--- src/design/hdcp_pkg.sv ---
// Shared types and constants of the HID descriptor collection parser.
package hdcp_pkg;

    // Item prefix fields and codes
    localparam logic [7:0] LONG_PREFIX     = 8'hFE;
    localparam logic [1:0] SIZE_FOUR       = 2'd3;
    localparam logic [1:0] TYPE_MAIN       = 2'd0;
    localparam logic [1:0] TYPE_GLOBAL     = 2'd1;
    localparam logic [1:0] TYPE_LOCAL      = 2'd2;
    localparam logic [3:0] TAG_GLOBAL_PAGE = 4'h0;
    localparam logic [3:0] TAG_LOCAL_ID    = 4'h0;
    localparam logic [3:0] TAG_MAIN_OPEN   = 4'hA;
    localparam logic [3:0] TAG_MAIN_CLOSE  = 4'hC;

    // Result kinds
    localparam logic KIND_COLLECTION = 1'b0;
    localparam logic KIND_SUMMARY    = 1'b1;

    // Reset value of the expected collection count
    localparam logic [7:0] EXPECTED_RESET = 8'd6;

    // Result queue
    localparam int QUEUE_DEPTH = 4;
    localparam int QPTR_BITS   = 2;
    localparam int QCNT_BITS   = 3;

    typedef struct packed {
        logic        kind;
        logic [7:0]  collection_number;
        logic [15:0] hid_page;
        logic [15:0] usage;
        logic [7:0]  collection_type;
        logic [7:0]  total_collections;
        logic        matches_expected;
        logic        last_result;
    } t_result;

endpackage

--- src/design/hdcp_if.sv ---
// Channel interfaces: descriptor bytes in, results out, configuration writes.
interface hdcp_in_if;
    logic       valid;
    logic       ready;
    logic [7:0] data_byte;
    logic       last_byte;

    modport source (output valid, output data_byte, output last_byte, input ready);
    modport sink (input valid, input data_byte, input last_byte, output ready);
endinterface

interface hdcp_out_if;
    logic        valid;
    logic        ready;
    logic        kind;
    logic [7:0]  collection_number;
    logic [15:0] hid_page;
    logic [15:0] usage;
    logic [7:0]  collection_type;
    logic [7:0]  total_collections;
    logic        matches_expected;
    logic        last_result;

    modport source (output valid, output kind, output collection_number,
                    output hid_page, output usage, output collection_type,
                    output total_collections, output matches_expected,
                    output last_result, input ready);
    modport sink (input valid, input kind, input collection_number,
                  input hid_page, input usage, input collection_type,
                  input total_collections, input matches_expected,
                  input last_result, output ready);
endinterface

interface hdcp_cfg_if;
    logic       valid;
    logic       ready;
    logic [7:0] data;

    modport source (output valid, output data, input ready);
    modport sink (input valid, input data, output ready);
endinterface

--- src/design/hid_descriptor_collection_parser_unit.sv ---
// A result is written into the result queue when its byte is accepted and is offered from the queue head.
// Throughput: one descriptor byte per cycle while input ready is high; a byte with two
//   results leaves both to be popped one at a time, and input ready drops while the
//   four-entry result queue has fewer than two free slots.
// Reset (i_rst_n low, synchronous): parser state and queue clear, the expected
//   count returns to 6; no clearing pass, the block takes bytes right after reset.
module hid_descriptor_collection_parser_unit #(
    parameter int DEPTH_BITS = 8,
    parameter int COUNT_BITS = 8
) (
    input  logic      i_clk,
    input  logic      i_rst_n,
    hdcp_in_if.sink   i_item,
    hdcp_cfg_if.sink  i_cfg,
    hdcp_out_if.source o_result
);
    import hdcp_pkg::*;

    logic [7:0]           r_expected;
    t_result              r_queue [QUEUE_DEPTH];
    logic [QPTR_BITS-1:0] r_wr_ptr;
    logic [QPTR_BITS-1:0] r_rd_ptr;
    logic [QCNT_BITS-1:0] r_count;
    logic [QCNT_BITS-1:0] n_count;

    logic       w_accept;
    logic       w_pop;
    logic [1:0] w_res_valid;
    t_result    w_res0;
    t_result    w_res1;
    t_result    w_head;

    // Accept configuration at any time; write the expected count
    assign i_cfg.ready = 1'b1;

    always_ff @(posedge i_clk) begin
        if (!i_rst_n) begin
            r_expected <= EXPECTED_RESET;
        end else if (i_cfg.valid) begin
            r_expected <= i_cfg.data;
        end
    end

    // Take a byte while the queue has room for two results
    assign i_item.ready = (r_count <= QCNT_BITS'(QUEUE_DEPTH - 2));
    assign w_accept     = i_item.valid && i_item.ready;

    hdcp_parse #(
        .DEPTH_BITS (DEPTH_BITS),
        .COUNT_BITS (COUNT_BITS)
    ) u_parse (
        .i_clk       (i_clk),
        .i_rst_n     (i_rst_n),
        .i_accept    (w_accept),
        .i_data_byte (i_item.data_byte),
        .i_last_byte (i_item.last_byte),
        .i_expected  (r_expected),
        .o_res_valid (w_res_valid),
        .o_res0      (w_res0),
        .o_res1      (w_res1)
    );

    // Queue results; pop the head when the sink takes it
    assign w_pop   = o_result.valid && o_result.ready;
    assign n_count = r_count + QCNT_BITS'(w_res_valid[0]) + QCNT_BITS'(w_res_valid[1])
                     - QCNT_BITS'(w_pop);

    always_ff @(posedge i_clk) begin
        if (w_res_valid[0]) begin
            r_queue[r_wr_ptr] <= w_res0;
        end
        if (w_res_valid[1]) begin
            r_queue[r_wr_ptr + QPTR_BITS'(1)] <= w_res1;
        end
    end

    always_ff @(posedge i_clk) begin
        if (!i_rst_n) begin
            r_wr_ptr <= '0;
            r_rd_ptr <= '0;
            r_count  <= '0;
        end else begin
            r_wr_ptr <= r_wr_ptr + QPTR_BITS'(w_res_valid[0]) + QPTR_BITS'(w_res_valid[1]);
            if (w_pop) begin
                r_rd_ptr <= r_rd_ptr + QPTR_BITS'(1);
            end
            r_count <= n_count;
        end
    end

    // Drive the output channel from the queue head
    assign w_head                     = r_queue[r_rd_ptr];
    assign o_result.valid             = (r_count != '0);
    assign o_result.kind              = w_head.kind;
    assign o_result.collection_number = w_head.collection_number;
    assign o_result.hid_page          = w_head.hid_page;
    assign o_result.usage             = w_head.usage;
    assign o_result.collection_type   = w_head.collection_type;
    assign o_result.total_collections = w_head.total_collections;
    assign o_result.matches_expected  = w_head.matches_expected;
    assign o_result.last_result       = w_head.last_result;

    // Queue never holds more than its depth
    a_count_bound: assert property (@(posedge i_clk) disable iff (!i_rst_n)
        r_count <= QCNT_BITS'(QUEUE_DEPTH))
        else $error("result queue overflow");

    // A second result of one byte is always the summary behind a first one
    a_second_is_summary: assert property (@(posedge i_clk) disable iff (!i_rst_n)
        w_res_valid[1] |-> (w_res_valid[0] && w_res1.kind == KIND_SUMMARY
                            && w_res0.kind == KIND_COLLECTION))
        else $error("second result is not a summary after a collection");

    // A result that is not the byte's last always has its partner queued behind it
    a_partner_queued: assert property (@(posedge i_clk) disable iff (!i_rst_n)
        (o_result.valid && !o_result.last_result) |-> (r_count >= QCNT_BITS'(2)))
        else $error("collection result without its summary");

    // A pop with no push shrinks the queue by one
    a_pop_count: assert property (@(posedge i_clk) disable iff (!i_rst_n)
        (w_pop && w_res_valid == 2'b00) |=> (r_count == $past(r_count) - QCNT_BITS'(1)))
        else $error("queue count off after pop");

endmodule

--- src/design/hdcp_parse.sv ---
// Byte-wise item parser: prefix split, data gather, usage and nesting tracking.
module hdcp_parse #(
    parameter int DEPTH_BITS = 8,
    parameter int COUNT_BITS = 8
) (
    input  logic              i_clk,
    input  logic              i_rst_n,
    input  logic              i_accept,
    input  logic [7:0]        i_data_byte,
    input  logic              i_last_byte,
    input  logic [7:0]        i_expected,
    output logic [1:0]        o_res_valid,
    output hdcp_pkg::t_result o_res0,
    output hdcp_pkg::t_result o_res1
);
    import hdcp_pkg::*;

    typedef enum logic [1:0] {
        PH_PREFIX,
        PH_DATA,
        PH_LONGLEN,
        PH_SKIP
    } t_phase;

    localparam logic signed [DEPTH_BITS-1:0] DEPTH_MAX = {1'b0, {(DEPTH_BITS-1){1'b1}}};
    localparam logic signed [DEPTH_BITS-1:0] DEPTH_MIN = {1'b1, {(DEPTH_BITS-1){1'b0}}};
    localparam logic [COUNT_BITS-1:0]        COUNT_MAX = '1;

    t_phase                        r_phase, n_phase;
    logic [8:0]                    r_left, n_left;
    logic [1:0]                    r_type, n_type;
    logic [3:0]                    r_tag, n_tag;
    logic [1:0]                    r_pos, n_pos;
    logic [15:0]                   r_accum, n_accum;
    logic [15:0]                   r_page, n_page;
    logic [15:0]                   r_usage, n_usage;
    logic signed [DEPTH_BITS-1:0]  r_depth, n_depth;
    logic [COUNT_BITS-1:0]         r_count, n_count;

    logic        w_done;
    logic        w_found;
    logic [15:0] w_count16;
    t_result     w_col;
    t_result     w_sum;

    // Decode the byte against the current phase and finish complete items
    always_comb begin
        n_phase = r_phase;
        n_left  = r_left;
        n_type  = r_type;
        n_tag   = r_tag;
        n_pos   = r_pos;
        n_accum = r_accum;
        n_page  = r_page;
        n_usage = r_usage;
        n_depth = r_depth;
        n_count = r_count;
        w_done  = 1'b0;
        w_found = 1'b0;

        unique case (r_phase)
            PH_PREFIX: begin
                if (i_data_byte == LONG_PREFIX) begin
                    n_phase = PH_LONGLEN;
                end else begin
                    n_type  = i_data_byte[3:2];
                    n_tag   = i_data_byte[7:4];
                    n_left  = (i_data_byte[1:0] == SIZE_FOUR) ? 9'd4 : {7'd0, i_data_byte[1:0]};
                    n_pos   = 2'd0;
                    n_accum = 16'd0;
                    if (i_data_byte[1:0] == 2'd0) begin
                        w_done = 1'b1;
                    end else begin
                        n_phase = PH_DATA;
                    end
                end
            end
            PH_DATA: begin
                // only the low two bytes of the data ever matter
                if (r_pos == 2'd0) begin
                    n_accum[7:0] = i_data_byte;
                end
                if (r_pos == 2'd1) begin
                    n_accum[15:8] = i_data_byte;
                end
                n_pos  = r_pos + 2'd1;
                n_left = r_left - 9'd1;
                if (r_left == 9'd1) begin
                    w_done = 1'b1;
                end
            end
            PH_LONGLEN: begin
                n_left  = {1'b0, i_data_byte} + 9'd1;
                n_phase = PH_SKIP;
            end
            PH_SKIP: begin
                if (r_left != 9'd0) begin
                    n_left = r_left - 9'd1;
                end
                if (n_left == 9'd0) begin
                    n_phase = PH_PREFIX;
                end
            end
            default: n_phase = PH_PREFIX;
        endcase

        // Act on a complete short item
        if (w_done) begin
            n_phase = PH_PREFIX;
            if (n_type == TYPE_GLOBAL && n_tag == TAG_GLOBAL_PAGE) begin
                n_page = n_accum;
            end else if (n_type == TYPE_LOCAL && n_tag == TAG_LOCAL_ID) begin
                n_usage = n_accum;
            end else if (n_type == TYPE_MAIN && n_tag == TAG_MAIN_OPEN) begin
                if (r_depth == '0) begin
                    w_found = 1'b1;
                    if (r_count != COUNT_MAX) begin
                        n_count = r_count + 1'b1;
                    end
                end
                if (r_depth != DEPTH_MAX) begin
                    n_depth = r_depth + 1'b1;
                end
            end else if (n_type == TYPE_MAIN && n_tag == TAG_MAIN_CLOSE) begin
                if (r_depth != DEPTH_MIN) begin
                    n_depth = r_depth - 1'b1;
                end
            end
        end
    end

    // Build the results of this byte
    assign w_count16 = 16'(n_count);

    always_comb begin
        w_col                   = '0;
        w_col.kind              = KIND_COLLECTION;
        w_col.collection_number = w_count16[7:0];
        w_col.hid_page          = r_page;
        w_col.usage             = r_usage;
        w_col.collection_type   = n_accum[7:0];
        w_col.last_result       = !i_last_byte;

        w_sum                   = '0;
        w_sum.kind              = KIND_SUMMARY;
        w_sum.total_collections = w_count16[7:0];
        w_sum.matches_expected  = (w_count16 == 16'(i_expected));
        w_sum.last_result       = 1'b1;
    end

    // Pack results so the first one always sits in slot 0
    always_comb begin
        o_res_valid = 2'b00;
        o_res0      = w_col;
        o_res1      = w_sum;
        if (i_accept) begin
            if (w_found) begin
                o_res_valid = {i_last_byte, 1'b1};
            end else if (i_last_byte) begin
                o_res_valid = 2'b01;
                o_res0      = w_sum;
            end
        end
    end

    // Hold parser state; clear it on reset and after the last byte
    always_ff @(posedge i_clk) begin
        if (!i_rst_n || (i_accept && i_last_byte)) begin
            r_phase <= PH_PREFIX;
            r_left  <= '0;
            r_type  <= '0;
            r_tag   <= '0;
            r_pos   <= '0;
            r_accum <= '0;
            r_page  <= '0;
            r_usage <= '0;
            r_depth <= '0;
            r_count <= '0;
        end else if (i_accept) begin
            r_phase <= n_phase;
            r_left  <= n_left;
            r_type  <= n_type;
            r_tag   <= n_tag;
            r_pos   <= n_pos;
            r_accum <= n_accum;
            r_page  <= n_page;
            r_usage <= n_usage;
            r_depth <= n_depth;
            r_count <= n_count;
        end
    end

endmodule
--- src/flat_wrapper.sv ---
// flat-port wrapper written by rule: the top's interface ports become plain ports
module hid_descriptor_collection_parser_unit_flat import hdcp_pkg::*;
#(
    parameter int DEPTH_BITS = 8,
    parameter int COUNT_BITS = 8
)
  (i_clk, i_rst_n, i_item_valid, i_item_data_byte, i_item_last_byte, i_item_ready, i_cfg_valid, i_cfg_data, i_cfg_ready, o_result_valid, o_result_kind, o_result_collection_number, o_result_hid_page, o_result_usage, o_result_collection_type, o_result_total_collections, o_result_matches_expected, o_result_last_result, o_result_ready);
  hdcp_in_if i_item_i ();
  hdcp_cfg_if i_cfg_i ();
  hdcp_out_if o_result_i ();
  input  logic i_clk;
  input  logic i_rst_n;
  input wire logic [$bits(i_item_i.valid)-1:0] i_item_valid;
  input wire logic [$bits(i_item_i.data_byte)-1:0] i_item_data_byte;
  input wire logic [$bits(i_item_i.last_byte)-1:0] i_item_last_byte;
  output wire logic [$bits(i_item_i.ready)-1:0] i_item_ready;
  input wire logic [$bits(i_cfg_i.valid)-1:0] i_cfg_valid;
  input wire logic [$bits(i_cfg_i.data)-1:0] i_cfg_data;
  output wire logic [$bits(i_cfg_i.ready)-1:0] i_cfg_ready;
  output wire logic [$bits(o_result_i.valid)-1:0] o_result_valid;
  output wire logic [$bits(o_result_i.kind)-1:0] o_result_kind;
  output wire logic [$bits(o_result_i.collection_number)-1:0] o_result_collection_number;
  output wire logic [$bits(o_result_i.hid_page)-1:0] o_result_hid_page;
  output wire logic [$bits(o_result_i.usage)-1:0] o_result_usage;
  output wire logic [$bits(o_result_i.collection_type)-1:0] o_result_collection_type;
  output wire logic [$bits(o_result_i.total_collections)-1:0] o_result_total_collections;
  output wire logic [$bits(o_result_i.matches_expected)-1:0] o_result_matches_expected;
  output wire logic [$bits(o_result_i.last_result)-1:0] o_result_last_result;
  input wire logic [$bits(o_result_i.ready)-1:0] o_result_ready;
  assign i_item_i.valid = i_item_valid;
  assign i_item_i.data_byte = i_item_data_byte;
  assign i_item_i.last_byte = i_item_last_byte;
  assign i_item_ready = i_item_i.ready;
  assign i_cfg_i.valid = i_cfg_valid;
  assign i_cfg_i.data = i_cfg_data;
  assign i_cfg_ready = i_cfg_i.ready;
  assign o_result_valid = o_result_i.valid;
  assign o_result_kind = o_result_i.kind;
  assign o_result_collection_number = o_result_i.collection_number;
  assign o_result_hid_page = o_result_i.hid_page;
  assign o_result_usage = o_result_i.usage;
  assign o_result_collection_type = o_result_i.collection_type;
  assign o_result_total_collections = o_result_i.total_collections;
  assign o_result_matches_expected = o_result_i.matches_expected;
  assign o_result_last_result = o_result_i.last_result;
  assign o_result_i.ready = o_result_ready;
  hid_descriptor_collection_parser_unit #(.DEPTH_BITS(DEPTH_BITS), .COUNT_BITS(COUNT_BITS)) u_core (.i_clk(i_clk), .i_rst_n(i_rst_n), .i_item(i_item_i), .i_cfg(i_cfg_i), .o_result(o_result_i));
endmodule
--- config.mk ---
export PLATFORM = sky130hd
export DESIGN_NAME = hid_descriptor_collection_parser_unit_flat
export DESIGN_NICKNAME = d
export VERILOG_FILES = /design/src/design/hdcp_pkg.sv /design/src/design/hdcp_if.sv /design/src/design/hid_descriptor_collection_parser_unit.sv /design/src/design/hdcp_parse.sv /design/src/flat_wrapper.sv
export SDC_FILE = /design/constraint.sdc
export NUM_CORES = 1
export LEC_CHECK = 0
export BUFFER_PORTS_ARGS = -buffer_cell sky130_fd_sc_hd__buf_2
export CORE_MARGIN = 1
export CORE_UTILIZATION = 42
export DETAILED_ROUTE_END_ITERATION = 8
export GPL_TIMING_DRIVEN = 0
export SLEW_MARGIN = 0
export SYNTH_ARGS = -nofsm -noshare
export SYNTH_HDL_FRONTEND = slang
export SYNTH_SLANG_ARGS = --single-unit
--- constraint.sdc ---
create_clock -name i_clk -period 5.1 [get_ports i_clk]
set_input_delay 0.255 -clock i_clk [delete_from_list [all_inputs] [get_ports i_clk]]
set_output_delay 0.255 -clock i_clk [all_outputs]
set_load 0.02 [all_outputs]
==> flow_summary_export.csv <==
group,metric,value,unit
floorplanning,initial_utilization,0.4294,
global_route,initial_antenna_violation_count,0,
floorplanning,boundaryPins,84,
layout,final_layout_size_suffix_gt1_frac,0.1263,
place,placed_cells,2309,
worst_setup_path,critical_path_peak_fanout,10,
place,dpl_cell_area,0.01638,sq mm
cts,postCtsSetupRepairBufs,0,
synth,mappedNetlistNets,1812,
floorplanning,die-height,193.4,microns
detailed_routing,drt_pre_antenna_iters,8,
cts,clock_tree.buffer_depth,3,
detailed_routing,post_drt_wl_per_cell,19.34,microns
worst_setup_path,cpMaxStageDelayCell,"sky130_fd_sc_hd__nor4_1",
cts,tritoncts_clock_tree,"done",
synth,synthFlopType,"sky130_fd_sc_hd__dfxtp_1",
synth,synth-seq-cells,336,
pwr,switching_power,2.352,mW
pwr,seqPwrFrac,0.394,
pwr,p_leak,6.326,nW
detailed_routing,detailedRoute.firstIterationViolations,1049,
floorplanning,floorplan.die.width,193.4,microns
synth,synth_most_common_cell,"sky130_fd_sc_hd__nand2_1",
detailed_routing,post_drt_via_cell_ratio,5.553,
synth,ys_top_cells_by_area,"sky130_fd_sc_hd__dfxtp_1 (39%), sky130_fd_sc_hd__nand2_1 (9.7%), sky130_fd_sc_hd__mux4_2 (8.6%), sky130_fd_sc_hd__a21oi_1 (7.6%), sky130_fd_sc_hd__edfxtp_1 (7.0%)",
cts,worst_setup_hold_path_clk_slew,0.06,ns
cts,htreeDepth,2,
place,place.detailed.hpwl,31910,microns
pwr,worst_ir_drop_vdd,0.2072,mV
worst_setup_path,crit_path_max_incr_delay,1.08,ns
timing,min_period_over_period,0.8743,
status,violations,"design-rule violations",
worst_setup_path,worst_setup_path_class,"reg2reg",
cts,cts_resized,0,
worst_setup_path,crit_required,5.56,ns
detailed_routing,post-route-drc-count,4,
floorplanning,die_area,0.03740,sq mm
synth,synthesis.area_per_instance,8.707,sq um
place,port_buffers,80,
cts,total_clock_buffers_created_by_cts,39,
worst_setup_path,worstSetupEndpointType,"flop",
timing,hold_viol,0,
timing,fin_tns_setup,0,ns
cts,clockRootBuffer,"sky130_fd_sc_hd__clkbuf_16",
timing,timing.clock.skew,0.02110,ns
detailed_routing,route.vias.total,13250,
synth,synth.largest_area_cell,"sky130_fd_sc_hd__dfxtp_1",
global_route,global_route.overflow_total,0,
worst_setup_path,path_cells,"clkbuf_1 -> nor4_2 -> nand4_1 -> a211oi_2 -> a21oi_1 -> nor4_1 -> clkbuf_1 -> nand2_1 -> a21oi_1",
synth,synth.cell_area,0.01539,sq mm
layout,syn2layout_area_growth,15.17,%
timing,timing.final.setup_violations,0,
synth,async_reset_ff_frac,0,
hold_path,min-delay-path-class,"in2reg",
layout,final_nets,1940,
worst_setup_path,critical_path_arrival,4.92,ns
global_route,globalRouteTotalUtil,0.2466,
place,gp_congestion,0.8540,
run,max_cap_violations,0,
pwr,power-per-cell-area,418.9,mW/mm^2
timing,rsz0062_at_grt,"false",
global_route,vias_in_the_first_global_route,12930,
timing,worst_slew_margin_rel,0.1088,
synth,synthDistinctLibCells,68,
cts,post_cts_hold_buffer_count,6,
synth,netlist_instances,1767,
synth,seq_area_frac_synth,0.4606,
layout,design_area,0.01772,sq mm
worst_setup_path,r2r_cells,9,
pwr,p_int,5.072,mW
layout,number_of_antenna_repair_diodes,0,
global_route,maximum_number_of_pins_on_one_net_before_global_route_repair,15,
pwr,power.share.combinational,0.230,
cts,cts_sinks,336,
hold_path,hold_path_depth,3,
pwr,power_switching_share,0.3168,
synth,ys_top_cells_by_count,"sky130_fd_sc_hd__nand2_1 (397), sky130_fd_sc_hd__dfxtp_1 (300), sky130_fd_sc_hd__a21oi_1 (234)",
timing,worstMarginPinSlew,1.325,ns
detailed_routing,detail_route.wirelength,46130,microns
worst_setup_path,worst_setup_path_start_kind,"flop",
timing,maxClockFrequency,0.2243,GHz
synth,yosys_warnings,0,
cts,clk_latency,0.54,ns
status,status,"finished, violations left",
detailed_routing,drt.antenna.violating_nets,0,
layout,final_cell_count_no_fill,2385,
timing,period_needed,4.459,ns
global_route,grt_first_pass_wirelength,73080,microns
timing,final-max-slew-violation-count,0,
pwr,totalPowerFinal,7.424,mW
floorplanning,core_outline_area,0.03583,sq mm
pwr,clkPwrFrac,0.376,
floorplanning,rows,69,
synth,post_synth_edffs,36,
synth,synth_largest_type_area_fraction,0.3903,
-- cell families after synthesis --
family | synth area share
other | 0.0002437
buffers and inverters | 0.04204
muxes | 0.09726
adders and majority gates | 0.02066
and+or+nand+nor | 0.2121
DFF | 0.4606
AOI/OAI and AO/OA | 0.1455
xor gates and xnor gates | 0.02163
-- critical path: cells and delay by family, from the launching register on --
family | cells | cell delay (ns)
buffers and inverters | 2 | 0.79
flip-flops | 1 | 0.30
AND/OR/NAND/NOR | 4 | 2.17
AO/OA/AOI/OAI | 3 | 1.12
-- sequential cells by signal (all words and copies together), names as in the netlist, named ones only --
signal	count
u_core.r_wr_ptr	2
u_core.u_parse.r_depth	8
u_core.u_parse.r_type	2
u_core.r_queue	236
u_core.r_expected	8
u_core.r_rd_ptr	2
u_core.u_parse.r_count	8
u_core.u_parse.r_page	16
u_core.u_parse.r_accum	16
u_core.u_parse.r_usage	16
u_core.u_parse.r_pos	2
u_core.u_parse.r_tag	4
u_core.u_parse.r_phase	2
u_core.r_count	3
u_core.u_parse.r_left	9
-- metrics by stage --
| step | hold WS [ns] | util | setup WS, ns |
|---|---|---|---|
| 2_1_floorplan | 0.3832 | - | 1.158 |
| 3_3_place_gp | 0.4288 | 0.4567 | 0.07879 |
| 3_5_place_dp | 0.4331 | 0.4571 | 0.4425 |
| 4_1_cts | 0.002821 | 0.4946 | 0.7564 |
| 5_1_grt | 0.05587 | 0.4946 | 0.3772 |
| 6_report | 0.01083 | 0.4946 | 0.6408 |
-- power by group through the flow --
| stage | registers [mW] | logic [mW] | clock network (mW) |
|---|---|---|---|
| 2_1_floorplan | 2.95 | 1.19 | 0 |
| 3_3_place_gp | 2.97 | 1.66 | 0 |
| 3_5_place_dp | 2.98 | 1.68 | 0 |
| 4_1_cts | 2.92 | 1.69 | 2.82 |
| 5_1_grt | 2.94 | 1.85 | 2.93 |
| 6_report | 2.93 | 1.70 | 2.79 |
-- layer usage --
metal	part of all wire	GRT usage	vias to the layer above
met5	0	0	-
met4	0.025	0.07111	0
met3	0.051	0.03225	84
met2	0.47	0.4121	384
met1	0.45	0.3337	6432
li1	-	-	6345
-- cell type report --
type                       count  area (sq um)
clock buffer                  55          1139
clock inverter                15         145.1
fill                        3427         18110
multi-input combinational   1266          7659
tap                          461         576.8
buffer                       132         523.0
timing repair buffer          87         467.9
inverter                      33         123.9
sequential                   336          7087
-- cell usage in the layout, fill, tap and decap left out, types with 4 or more instances in the layout --
cell type,netlist,final
sky130_fd_sc_hd__or3_1,17,17
sky130_fd_sc_hd__nand2b_1,11,11
sky130_fd_sc_hd__clkbuf_16,0,41
sky130_fd_sc_hd__edfxtp_1,36,36
sky130_fd_sc_hd__buf_2,16,96
sky130_fd_sc_hd__a31oi_1,4,4
sky130_fd_sc_hd__nor2b_1,48,48
sky130_fd_sc_hd__nor3_1,21,21
sky130_fd_sc_hd__o22ai_1,7,7
sky130_fd_sc_hd__fa_1,4,4
sky130_fd_sc_hd__nand2_1,397,397
sky130_fd_sc_hd__o21ai_0,33,32
sky130_fd_sc_hd__xor2_1,14,14
sky130_fd_sc_hd__o2bb2ai_1,8,8
sky130_fd_sc_hd__inv_1,32,32
sky130_fd_sc_hd__or2_2,4,4
sky130_fd_sc_hd__a22oi_1,36,36
sky130_fd_sc_hd__xnor2_1,24,24
sky130_fd_sc_hd__mux2i_1,10,10
sky130_fd_sc_hd__nand3_1,21,21
sky130_fd_sc_hd__and3_1,5,5
sky130_fd_sc_hd__dfxtp_1,300,300
sky130_fd_sc_hd__a21oi_1,234,234
sky130_fd_sc_hd__dlygate4sd3_1,0,6
sky130_fd_sc_hd__mux4_2,59,59
sky130_fd_sc_hd__nor4_1,5,5
sky130_fd_sc_hd__nand3b_1,5,5
sky130_fd_sc_hd__buf_1,15,15
sky130_fd_sc_hd__and2_1,12,12
sky130_fd_sc_hd__clkinv_2,0,9
sky130_fd_sc_hd__a211oi_1,28,28
sky130_fd_sc_hd__clkbuf_1,99,107
sky130_fd_sc_hd__nand4_1,11,11
sky130_fd_sc_hd__nor2_1,171,171
sky130_fd_sc_hd__mux2_2,4,4
sky130_fd_sc_hd__clkbuf_8,0,6
sky130_fd_sc_hd__ha_1,19,19
-- final timing paths --
check | slack [ns] | start | end
max | 0.64 | u_core.u_parse.r_left[2] | u_core.r_queue[0][45]
min | 0.01 | i_cfg_data[4] | u_core.r_expected[4]
min reg2reg | 0.45 | u_core.r_queue[3][58] | u_core.r_queue[3][58]
max reg2reg | 0.64 | u_core.u_parse.r_left[2] | u_core.r_queue[0][45]
Power figures use the tool's default switching activity.
